$ cat config.mk
export PLATFORM = sky130hd
export DESIGN_NAME = nds_ctrl
export DESIGN_NICKNAME = d
export VERILOG_FILES = /design/src/sv/nds_pkg.sv /design/src/sv/nds_ctrl.sv
export SDC_FILE = /design/constraint.sdc
export NUM_CORES = 1
export LEC_CHECK = 0
export ABC_CLOCK_PERIOD_IN_PS = 2900
export BUFFER_PORTS_ARGS = -buffer_cell sky130_fd_sc_hd__buf_2
export CAP_MARGIN = 20
export CORE_AREA = 8 8 45 47
export DETAILED_ROUTE_END_ITERATION = 12
export DIE_AREA = 0 0 53 55
export PLACE_DENSITY_LB_ADDON = 0.3
export SYNTH_ARGS = -nofsm -noshare
export SYNTH_HDL_FRONTEND = slang
export SYNTH_SLANG_ARGS = --single-unit
export TNS_END_PERCENT = 10
$ cat constraint.sdc
create_clock -name clk -period 2.9 [get_ports clk]
set_input_delay 0.58 -clock clk [delete_from_list [all_inputs] [get_ports clk]]
set_output_delay 0.58 -clock clk [all_outputs]
set_load 0.02 [all_outputs]
$ cat src/sv/nds_pkg.sv
// Package for the nearest-neighbor downscaler: widths, register and format codes,
// shared command and status structs. No dependencies.
`timescale 1ns / 1ps

package nds_pkg;

  localparam int DIM_W      = 13;          // frame dimensions and counters
  localparam int PROD_W     = 2 * DIM_W;   // accumulators and size products
  localparam int BND_W      = PROD_W + 1;  // selection window bounds
  localparam int PX_W       = 32;
  localparam int FMT_W      = 3;
  localparam int CFG_IDX_W  = 2;
  localparam int CFG_DATA_W = 16;

  localparam int OUT_MAX_W_DEF = 1280;
  localparam int OUT_MAX_H_DEF = 720;

  localparam logic [DIM_W-1:0] MIN_SIDE = DIM_W'(2);
  localparam logic [7:0]       ALPHA    = 8'hFF;

  // Configuration register indexes.
  localparam logic [CFG_IDX_W-1:0] REG_SRC_WIDTH    = 2'd0;
  localparam logic [CFG_IDX_W-1:0] REG_SRC_HEIGHT   = 2'd1;
  localparam logic [CFG_IDX_W-1:0] REG_PIXEL_FORMAT = 2'd2;

  // Source byte orders.
  localparam logic [FMT_W-1:0] FMT_BGRX = 3'd0;
  localparam logic [FMT_W-1:0] FMT_RGBX = 3'd1;
  localparam logic [FMT_W-1:0] FMT_XRGB = 3'd2;
  localparam logic [FMT_W-1:0] FMT_XBGR = 3'd3;

  // Commands from the controller to the datapath.
  typedef struct packed {
    logic frame_clr;    // frame start accepted: zero counters, hold the pixel
    logic mul_load;     // register the cross products of the size test
    logic div_start;    // launch the size division
    logic size_direct;  // target size is the source size (or zero if too small)
    logic size_div;     // target size comes from the divider
    logic step_in;      // run one pixel from the input channel
    logic step_held;    // run the held frame-start pixel
  } nds_cmd_t;

  // Status from the datapath to the controller.
  typedef struct packed {
    logic out_free;
    logic frame_small;
    logic over_max;
    logic div_done;
  } nds_sts_t;

endpackage

$ cat src/sv/nds_ctrl.sv
// Controller of the downscaler: input handshake, frame sizing sequence and
// pixel steps. Depends on nds_pkg for the command and status structs.
`timescale 1ns / 1ps

module nds_ctrl
  import nds_pkg::*;
(
  input  logic     clk,
  input  logic     rst_n,
  input  logic     in_valid,
  input  logic     in_frame_start,
  output logic     in_ready,
  input  nds_sts_t sts,
  output nds_cmd_t cmd
);

  localparam logic [2:0] ST_RUN  = 3'd0;
  localparam logic [2:0] ST_MUL  = 3'd1;
  localparam logic [2:0] ST_PICK = 3'd2;
  localparam logic [2:0] ST_DIV  = 3'd3;
  localparam logic [2:0] ST_HELD = 3'd4;

  logic [2:0] state_r, state_nxt;

  always_comb begin
    state_nxt = state_r;
    cmd       = '0;
    in_ready  = 1'b0;
    unique case (state_r)
      ST_RUN: begin
        in_ready = sts.out_free;
        if (in_valid && sts.out_free) begin
          if (in_frame_start) begin
            cmd.frame_clr = 1'b1;
            state_nxt     = ST_MUL;
          end else begin
            cmd.step_in = 1'b1;
          end
        end
      end
      ST_MUL: begin
        cmd.mul_load = 1'b1;
        state_nxt    = ST_PICK;
      end
      ST_PICK: begin
        if (sts.frame_small || !sts.over_max) begin
          cmd.size_direct = 1'b1;
          state_nxt       = ST_HELD;
        end else begin
          cmd.div_start = 1'b1;
          state_nxt     = ST_DIV;
        end
      end
      ST_DIV: begin
        if (sts.div_done) begin
          cmd.size_div = 1'b1;
          state_nxt    = ST_HELD;
        end
      end
      ST_HELD: begin
        if (sts.out_free) begin
          cmd.step_held = 1'b1;
          state_nxt     = ST_RUN;
        end
      end
      default: state_nxt = ST_RUN;
    endcase
  end

  always_ff @(posedge clk) begin
    if (!rst_n) begin
      state_r <= ST_RUN;
    end else begin
      state_r <= state_nxt;
    end
  end

  a_clr_mul: assert property (@(posedge clk) disable iff (!rst_n) cmd.frame_clr |=> cmd.mul_load)
    else $error("frame start not followed by the size products");
  a_held_path: assert property (@(posedge clk) disable iff (!rst_n)
      (state_r == ST_HELD) |->
      ($past(state_r) == ST_PICK || $past(state_r) == ST_DIV || $past(state_r) == ST_HELD))
    else $error("held pixel stage entered without sizing");
  a_size_once: assert property (@(posedge clk) disable iff (!rst_n)
      (cmd.size_direct || cmd.size_div) |=> (state_r == ST_HELD))
    else $error("size written outside the sizing sequence");

endmodule

==> results of run 1 <==
[critical path, delay by kind of cell (launching register included)]
kind | cells | cell delay [ps]
AND/OR/NAND/NOR | 2 | 530
buffers and inverters | 1 | 160
flip-flops | 1 | 430
[final cells by class]
type | count | area (um2) | area share, %
multi-input cells | 25 | 181.4 | 48.99
clock buffers | 4 | 26.28 | 7.095
well taps | 16 | 20.02 | 5.405
flip-flops and latches | 3 | 60.06 | 16.22
repair buffers | 15 | 75.07 | 20.27
inverters | 2 | 7.507 | 2.027
[routing by layer]
layer | vias up | track usage (%) | share of wire, %
li1 | 147 | - | -
met1 | 129 | 4.848 | 41
met2 | 13 | 7.031 | 45
met3 | 2 | 2.941 | 11
met4 | 0 | 5.172 | 2.6
met5 | - | 0 | 0
[placed cells by master, fill, tap and decap left out, types with 2 or more instances in the layout]
cell      count
nor2b_1       2
nand2b_1      2
nand2_1       4
buf_2        15
nor3_1        3
inv_1         2
nor2_1        3
clkbuf_4      3
dfxtp_1       3
and3_1        2
[per-stage QoR]
stage               setup WS, ps  cells  total power [uW]  util, %
finish                     966.4     65             147.0    26.76
global route               883.6     65             153.8    26.76
CTS                        942.3     65             150.4    26.76
detailed placement          1056     61             72.93    24.86
global placement            1065     61             72.57    24.86
floorplan                   1002     32             62.71        -
[power by group]
part / switching [uW] / internal (uW) / leakage [uW] / total, uW
clock: 23.4 / 51.7 / 0.0000150 / 75.1
combinational: 13.7 / 12.9 / 0.000135 / 26.6
sequential: 2.85 / 42.5 / 0.0000243 / 45.3
total: 40.0 / 107 / 0.000174 / 147
[worst paths after layout]
path	startpoint	endpoint	slack [ps]	depth (start not counted)
worst max-delay path	state_r[0]	cmd[6]	970	3
worst min-delay path	rst_n	state_r[2]	590	2
worst max register to register	state_r[0]	state_r[1]	1820	3
worst min register to register	state_r[1]	state_r[0]	620	2
[logic make-up (layout without fill, tap and decap cells)]
family | after synthesis | count (layout) | synth area share (%)
flip-flops | 3 | 3 | 22.12
AND/OR/NAND/NOR | 20 | 20 | 52.53
buffers and inverters | 4 | 21 | 11.06
AO/OA/AOI/OAI | 5 | 5 | 14.29
==> results.sh, run 1 <==
export IMPL_status="complete, no violations"
export IMPL_critPathMaxStageDelay_ps=430
export IMPL_finalClockSkew_ps=3.256
export IMPL_final_area_um2=370.4
export IMPL_drv_cap=0
export IMPL_cts_buffer_depth=2
export IMPL_worstPathArrival_ps=1350
export IMPL_synth_nets=40
export IMPL_fmaxAchievable_ghz=0.5172
export IMPL_grt_ovfl_total=0
export IMPL_finalWirelength_um=741
export IMPL_synthCells=32
export IMPL_fillers=159
export IMPL_cp_required_ps=2320
export IMPL_ant_nets=0
export IMPL_cts_sinks=3
export IMPL_ys_ff_latch=3
export IMPL_worstPathCellList="nor4b_4 -> and3_1 -> buf_2"
export IMPL_synth_top_area_share_pct=22.12
export IMPL_p_per_area_nw_per_um2=397.0
export IMPL_hold_viol=0
export IMPL_syn2layout_area_growth_pct=36.41
export IMPL_cts_setup_buffers=0
export IMPL_synth_most_common_cell="nand2_1"
export IMPL_p_leak_uw=0.0001740
export IMPL_maxSlewHeadroom_pct=70.75
export IMPL_hpwl_um=593.5
export IMPL_cts_root_buf="clkbuf_4"
export IMPL_clock_latency_ps=240
export IMPL_vias=291
export IMPL_synthFlopType="dfxtp_1"
export IMPL_ios=16
export IMPL_core_area_um2=1384
export IMPL_start_util_pct=19.62
export IMPL_async_flop_share_pct=0
export IMPL_grt_max_degree=11
export IMPL_route_detailed_drc=0
export IMPL_via_per_inst=4.477
export IMPL_irDropWorstVdd_v=0.00009998
export IMPL_regMostFlops="state_r"
export IMPL_worstSetupStartpointType="flop"
export IMPL_numCtsBuffers=3
export IMPL_synth_common_cells="nand2_1, dfxtp_1, nor2_1, nor3_1"
export IMPL_fin_hold_ws_ps=588.9
export IMPL_die_w_um=53
export IMPL_ctsResizeCount=0
export IMPL_synth_area_leader_cell="dfxtp_1"
export IMPL_grt_pass1_vias=281
export IMPL_ys_seq_area_share_pct=22.12
export IMPL_largest_reg_flops=3
export IMPL_maxSlewViolCount=0
export IMPL_rsz0062_at_grt="no"
export IMPL_ys_warn_count=0
export IMPL_syn_area_per_cell_um2=8.485
export IMPL_tightest_slew_ps=438.1
export IMPL_drt_iter0_drc=2
export IMPL_cts_tree="yes"
export IMPL_dpl_instance_area_um2=344.1
export IMPL_reg_top3="state_r x3"
export IMPL_track_usage_pct=4.967
export IMPL_antenna_found_initial=0
export IMPL_fp_dieH_um=55
export IMPL_dieArea_um2=2915
export IMPL_rows=14
export IMPL_grt_pass1_wl_um=1028
export IMPL_endpoint_kind="output port"
export IMPL_finalNetCount=58
export IMPL_period_minus_slack_ps=1934
export IMPL_setup_viol=0
export IMPL_firstDrtPassIters=2
export IMPL_routedWlPerCell_um=11.40
export IMPL_path_max_fanout=9
export IMPL_synthTopCellsByArea="dfxtp_1, nor4b_4, buf_6, nor3b_4, nor3_1"
export IMPL_hp_class="in -> reg"
export IMPL_gp_congestion=0.6154
export IMPL_postCtsHoldBufs=0
export IMPL_finalCritPeriodShare_pct=66.67
export IMPL_path_class="reg -> out"
export IMPL_cts_max_level=1
export IMPL_tns_ps=0
export IMPL_synth_distinct_cells=18
export IMPL_clk_pin_slew_ps=40
export IMPL_drive_above_1_share_pct=44.90
export IMPL_diodes=0
export IMPL_io_buffers=15
export IMPL_synth_edf_count=0
export IMPL_netlist_area_um2=271.5
export IMPL_cpMaxStageDelayCell="dfxtp_1"
Power figures use the tool's default switching activity.
==> inputs of run 2 (changes only) <==
- ABC_AREA: unset -> 1
- ABC_CLOCK_PERIOD_IN_PS: 2900 -> 1900
- clock period: 2.9 -> 1.9 ns (I/O delays scaled with it)
==> results.sh, run 2 <==
export IMPL_ctsResizeCount=0
export IMPL_fin_cells=83
export IMPL_ys_warn_count=0
export IMPL_route_detailed_drc=0
export IMPL_reg2reg_from="state_r[1]"
export IMPL_start_util_pct=20.16
export IMPL_endpoint_kind="output port"
export IMPL_multi_input_area_um2=185.2
export IMPL_cts_buffer_depth=2
export IMPL_gp_congestion=0.7187
export IMPL_ys_ff_latch=3
export IMPL_diodes=0
export IMPL_numCtsBuffers=3
export IMPL_hold_viol=0
export IMPL_worstSetupStartpointType="flop"
export IMPL_r2r_cells=7
export IMPL_hold_path_end="state_r[0]"
export IMPL_register_area_um2=60.06
export IMPL_finalWirelength_um=768
export IMPL_cp_required_ps=1520
export IMPL_synthFlopType="dfxtp_1"
export IMPL_place_inst=79
export IMPL_postCtsHoldBufs=0
export IMPL_grt_pass1_vias=321
export IMPL_status="complete, no violations"
export IMPL_maxSlewViolCount=0
export IMPL_hold_start="rst_n"
export IMPL_critPathMaxStageDelay_ps=460
export IMPL_finalClockSkew_ps=2.847
export IMPL_cts_max_level=1
export IMPL_synth_most_common_cell="nor2_1"
export IMPL_fp_dieH_um=55
export IMPL_routedWlPerCell_um=9.253
export IMPL_cts_tree="yes"
export IMPL_finalPower_uw=584.3
export IMPL_period_minus_slack_ps=1663
export IMPL_syn2layout_area_growth_pct=43.50
export IMPL_irDropWorstVdd_v=0.0006504
export IMPL_place_ws_ps=491.7
export IMPL_final_common_cell="buf_2"
export IMPL_p_leak_uw=0.0002278
export IMPL_finalCritPeriodShare_pct=87.54
export IMPL_holdPathStages=3
export IMPL_synth_common_cells="nor2_1, inv_1, nand2_1"
export IMPL_ys_seq_area_share_pct=21.52
export IMPL_synth_distinct_cells=13
export IMPL_cpMaxStageDelayCell="dfxtp_1"
export IMPL_synth_top_area_share_pct=21.52
export IMPL_regMostFlops="state_r"
export IMPL_hp_class="in -> reg"
export IMPL_reg_top3="state_r x3"
export IMPL_path_class="reg -> out"
export IMPL_ios=16
export IMPL_tightest_slew_ps=270.3
export IMPL_syn_area_per_cell_um2=5.813
export IMPL_finalNetCount=76
export IMPL_path_max_fanout=6
export IMPL_hpwl_um=631.8
export IMPL_clock_latency_ps=230
export IMPL_synthTopCellsByArea="dfxtp_1, nor2_1, inv_1, nand2_1, nand2_2"
export IMPL_drt_iter0_drc=1
export IMPL_ant_nets=0
export IMPL_worstPathCellList="inv_2 -> nor4_1 -> buf_2"
export IMPL_netlist_area_um2=279.0
export IMPL_track_usage_pct=5.786
export IMPL_worstPathArrival_ps=1280
export IMPL_rows=14
export IMPL_io_buffers=15
export IMPL_regToRegSetupSlack_ps=750
export IMPL_fin_util_pct=28.93
export IMPL_vias=334
export IMPL_cts_setup_buffers=0
export IMPL_rsz0062_at_grt="no"
export IMPL_synth_area_leader_cell="dfxtp_1"
export IMPL_die_w_um=53
export IMPL_final_cell_mix="buf_2, nor2_1, inv_1"
export IMPL_async_flop_share_pct=0
export IMPL_fmaxAchievable_ghz=0.6012
export IMPL_setup_viol=0
export IMPL_cts_root_buf="clkbuf_4"
export IMPL_dieArea_um2=2915
export IMPL_p_per_area_nw_per_um2=1459
export IMPL_core_area_um2=1384
export IMPL_maxSlewHeadroom_pct=81.82
export IMPL_drv_cap=0
export IMPL_r2r_end="state_r[2]"
export IMPL_largest_reg_flops=3
export IMPL_antenna_found_initial=0
export IMPL_timing_final_ws_setup_ps=236.7
export IMPL_fillers=165
export IMPL_drive_above_1_share_pct=41.79
export IMPL_synthCells=48
export IMPL_grt_ovfl_total=0
export IMPL_tns_ps=0
export IMPL_grt_pass1_wl_um=1283
export IMPL_clk_pin_slew_ps=40
export IMPL_synth_edf_count=0
export IMPL_synth_nets=56
export IMPL_grt_max_degree=8
export IMPL_cts_sinks=3
export IMPL_via_per_inst=4.024
export IMPL_firstDrtPassIters=3
run 2: changes by cell type in the layout (fill, tap and decap cells not counted), moves of 2 or more:
cell | previous run | this run
nand3_1 | 0 | 2
nor2_4 | 0 | 2
nand2_1 | 4 | 7
inv_1 | 2 | 8
nand2_2 | 0 | 4
nor2b_1 | 2 | 0
and3_1 | 2 | 0
nor2_2 | 0 | 2
nand2b_1 | 2 | 0
nor2_1 | 3 | 14
run 2: logic make-up after synthesis:
kind of cell,count (synthesis),share of synthesized area [%]
flops,3,21.53
compound gates,1,3.588
simple gates,35,62.78
buf+inv,9,12.11
run 2: power breakdown:
part	internal, uW	switching (uW)	total, uW
logic	123	215	339
registers	88.0	46.0	134
clock network	78.7	33.0	112
run 2: how the worst max path moves through the flow:
stage | from | cells after the start | end | slack [ps]
detailed placement | state_r[2] | 4 | cmd[6] | 490
finish | state_r[2] | 3 | cmd[0] | 240
global route | state_r[2] | 4 | cmd[6] | 100
global placement | state_r[2] | 3 | cmd[0] | 540
floorplan | state_r[2] | 2 | cmd[0] | 320
CTS | state_r[2] | 4 | cmd[6] | 230
run 2: metrics by stage:
| stage | area, um2 | hold slack (ps) |
|---|---|---|
| 2_1_floorplan | 279.0 | 500.5 |
| 3_5_place_dp | 374.1 | 581.8 |
| 5_1_grt | 400.4 | 408.0 |
| 6_report | 400.4 | 396.8 |
| 4_1_cts | 400.4 | 394.2 |
| 3_3_place_gp | 374.1 | 578.0 |
run 2: cell type report:
type                    instances  share of cell area (%)
well taps                      16                   5.000
clock buffers                   4                   6.563
multi-input cells              36                   46.25
flip-flops and latches          3                   15.00
repair buffers                 15                   18.75
inverters                       9                   8.438
run 2: routing by layer:
metal	GRT usage, %	vias up	share of wire, %
met5	0	-	0
met4	0	0	0
met3	3.743	0	13
met2	9.180	11	47
met1	6.818	140	40
li1	-	183	-
run 2: critical path: cells and delay by family, from the launching register on:
kind          cells  cell delay (ps)
simple gates      1              270
buf+inv           2              320
flops             1              460
==> inputs of run 3 (changes only) <==
- PLACE_DENSITY_LB_ADDON: 0.3 -> 0.08
==> results.sh, run 3 (synthesis results as in run 2) <==
export IMPL_finalNetCount=76
export IMPL_final_cell_mix="buf_2, nor2_1, inv_1"
export IMPL_track_usage_pct=5.950
export IMPL_drv_cap=0
export IMPL_startpoint="state_r[2]"
export IMPL_irDropWorstVdd_v=0.0004370
export IMPL_largest_reg_flops=3
export IMPL_hold_start="rst_n"
export IMPL_cts_max_level=1
export IMPL_drt_iter0_drc=5
export IMPL_status="complete, no violations"
export IMPL_worstSetupStartpointType="flop"
export IMPL_endpoint_kind="output port"
export IMPL_antenna_found_initial=0
export IMPL_cts_setup_buffers=0
export IMPL_register_area_um2=60.06
export IMPL_path_buf_inv=2
export IMPL_ant_nets=0
export IMPL_cts_root_buf="clkbuf_4"
export IMPL_fillers=170
export IMPL_maxSlewViolCount=0
export IMPL_syn2layout_area_growth_pct=43.50
export IMPL_drive_above_1_share_pct=41.79
export IMPL_reg2reg_from="state_r[1]"
export IMPL_regMostFlops="state_r"
export IMPL_clock_latency_ps=230
export IMPL_path_max_fanout=6
export IMPL_core_area_um2=1384
export IMPL_vias=333
export IMPL_worstPathArrival_ps=1260
export IMPL_io_buffers=15
export IMPL_numCtsBuffers=3
export IMPL_final_common_cell="buf_2"
export IMPL_finalClockSkew_ps=0.6532
export IMPL_firstDrtPassIters=4
export IMPL_diodes=0
export IMPL_p_per_area_nw_per_um2=1452
export IMPL_tightest_slew_ps=276.1
export IMPL_multi_input_area_um2=185.2
export IMPL_via_per_inst=4.012
export IMPL_finalWirelength_um=778
export IMPL_hold_viol=0
export IMPL_fin_hold_ws_ps=402.4
export IMPL_hpwl_um=670.6
export IMPL_maxSlewHeadroom_pct=81.56
export IMPL_postCtsHoldBufs=0
export IMPL_cts_tree="yes"
export IMPL_critPathMaxStageDelay_ps=370
export IMPL_cpMostUsedCell="nor3_1"
export IMPL_clk_pin_slew_ps=40
export IMPL_setup_viol=0
export IMPL_finalPower_uw=581.3
export IMPL_grt_max_degree=8
export IMPL_grt_ovfl_total=0
export IMPL_cpMaxStageDelayCell="dfxtp_1"
export IMPL_period_minus_slack_ps=1640
export IMPL_p_leak_uw=0.0002278
export IMPL_cts_sinks=3
export IMPL_cp_top_family="simple AND/OR/NAND/NOR gates"
export IMPL_rows=14
export IMPL_route_detailed_drc=0
export IMPL_grt_pass1_vias=320
export IMPL_cp_required_ps=1520
export IMPL_start_util_pct=20.16
export IMPL_finalCritPeriodShare_pct=86.33
export IMPL_worstPathCellList="nor3_1 -> inv_1 -> nor3_1 -> buf_2"
export IMPL_die_w_um=53
export IMPL_fp_dieH_um=55
export IMPL_cts_buffer_depth=2
export IMPL_grt_pass1_wl_um=1290
export IMPL_tns_ps=0
export IMPL_routedWlPerCell_um=9.373
export IMPL_rsz0062_at_grt="no"
export IMPL_ctsResizeCount=0
export IMPL_hp_class="in -> reg"
export IMPL_path_class="reg -> out"
export IMPL_fmaxAchievable_ghz=0.6097
export IMPL_gp_congestion=0.7206
export IMPL_reg_top3="state_r x3"
export IMPL_dieArea_um2=2915
export IMPL_ios=16
## run 3: final timing paths
check                    end  slack (ps)  depth (start not counted)
setup reg to reg  state_r[2]         760                          7
setup / recovery      cmd[6]         260                          4
hold reg to reg   state_r[0]         590                          2
hold / removal    state_r[0]         400                          3
## run 3: area by class of cell
| type | instances | area share [%] |
|---|---|---|
| multi-input combinational | 36 | 46.25 |
| clock buffer | 4 | 6.563 |
| sequential | 3 | 15.00 |
| inverter | 9 | 8.438 |
| tap | 16 | 5.000 |
| timing repair buffer | 15 | 18.75 |
## run 3: routing by layer
metal | track usage [%] | vias to the layer above | share of wire [%]
met2 | 9.961 | 10 | 50
li1 | - | 181 | -
met5 | 0 | - | 0
met3 | 2.139 | 0 | 6.6
met4 | 5.172 | 0 | 0
met1 | 5.758 | 142 | 44
## run 3: worst reg2reg max path, stage by stage (launching register included)
cell,delay (ps)
dfxtp_1,450
nor2_1,120
nand3_1,100
nand2_2,70
nor2_4,140
nand2_1,70
nand2_1,70
nor2_2,30
## run 3: report_power, final
group / internal [uW] / leakage, uW / total [uW] / switching [uW]
Combinational: 123 / 0.000188 / 338 / 215
Clock: 78.6 / 0.0000150 / 110 / 31.5
Sequential: 88.0 / 0.0000246 / 133 / 45.2
## run 3: per-stage QoR
step                cell area (um2)  setup slack (ps)  cells  utilization (%)
finish                        400.4             259.8     83            28.93
global route                  400.4             154.6     83            28.93
CTS                           400.4             248.6     83            28.93
detailed placement            374.1             501.3     79            27.03
global placement              374.1             481.7     79            27.03
floorplan                     279.0             319.6     48                -
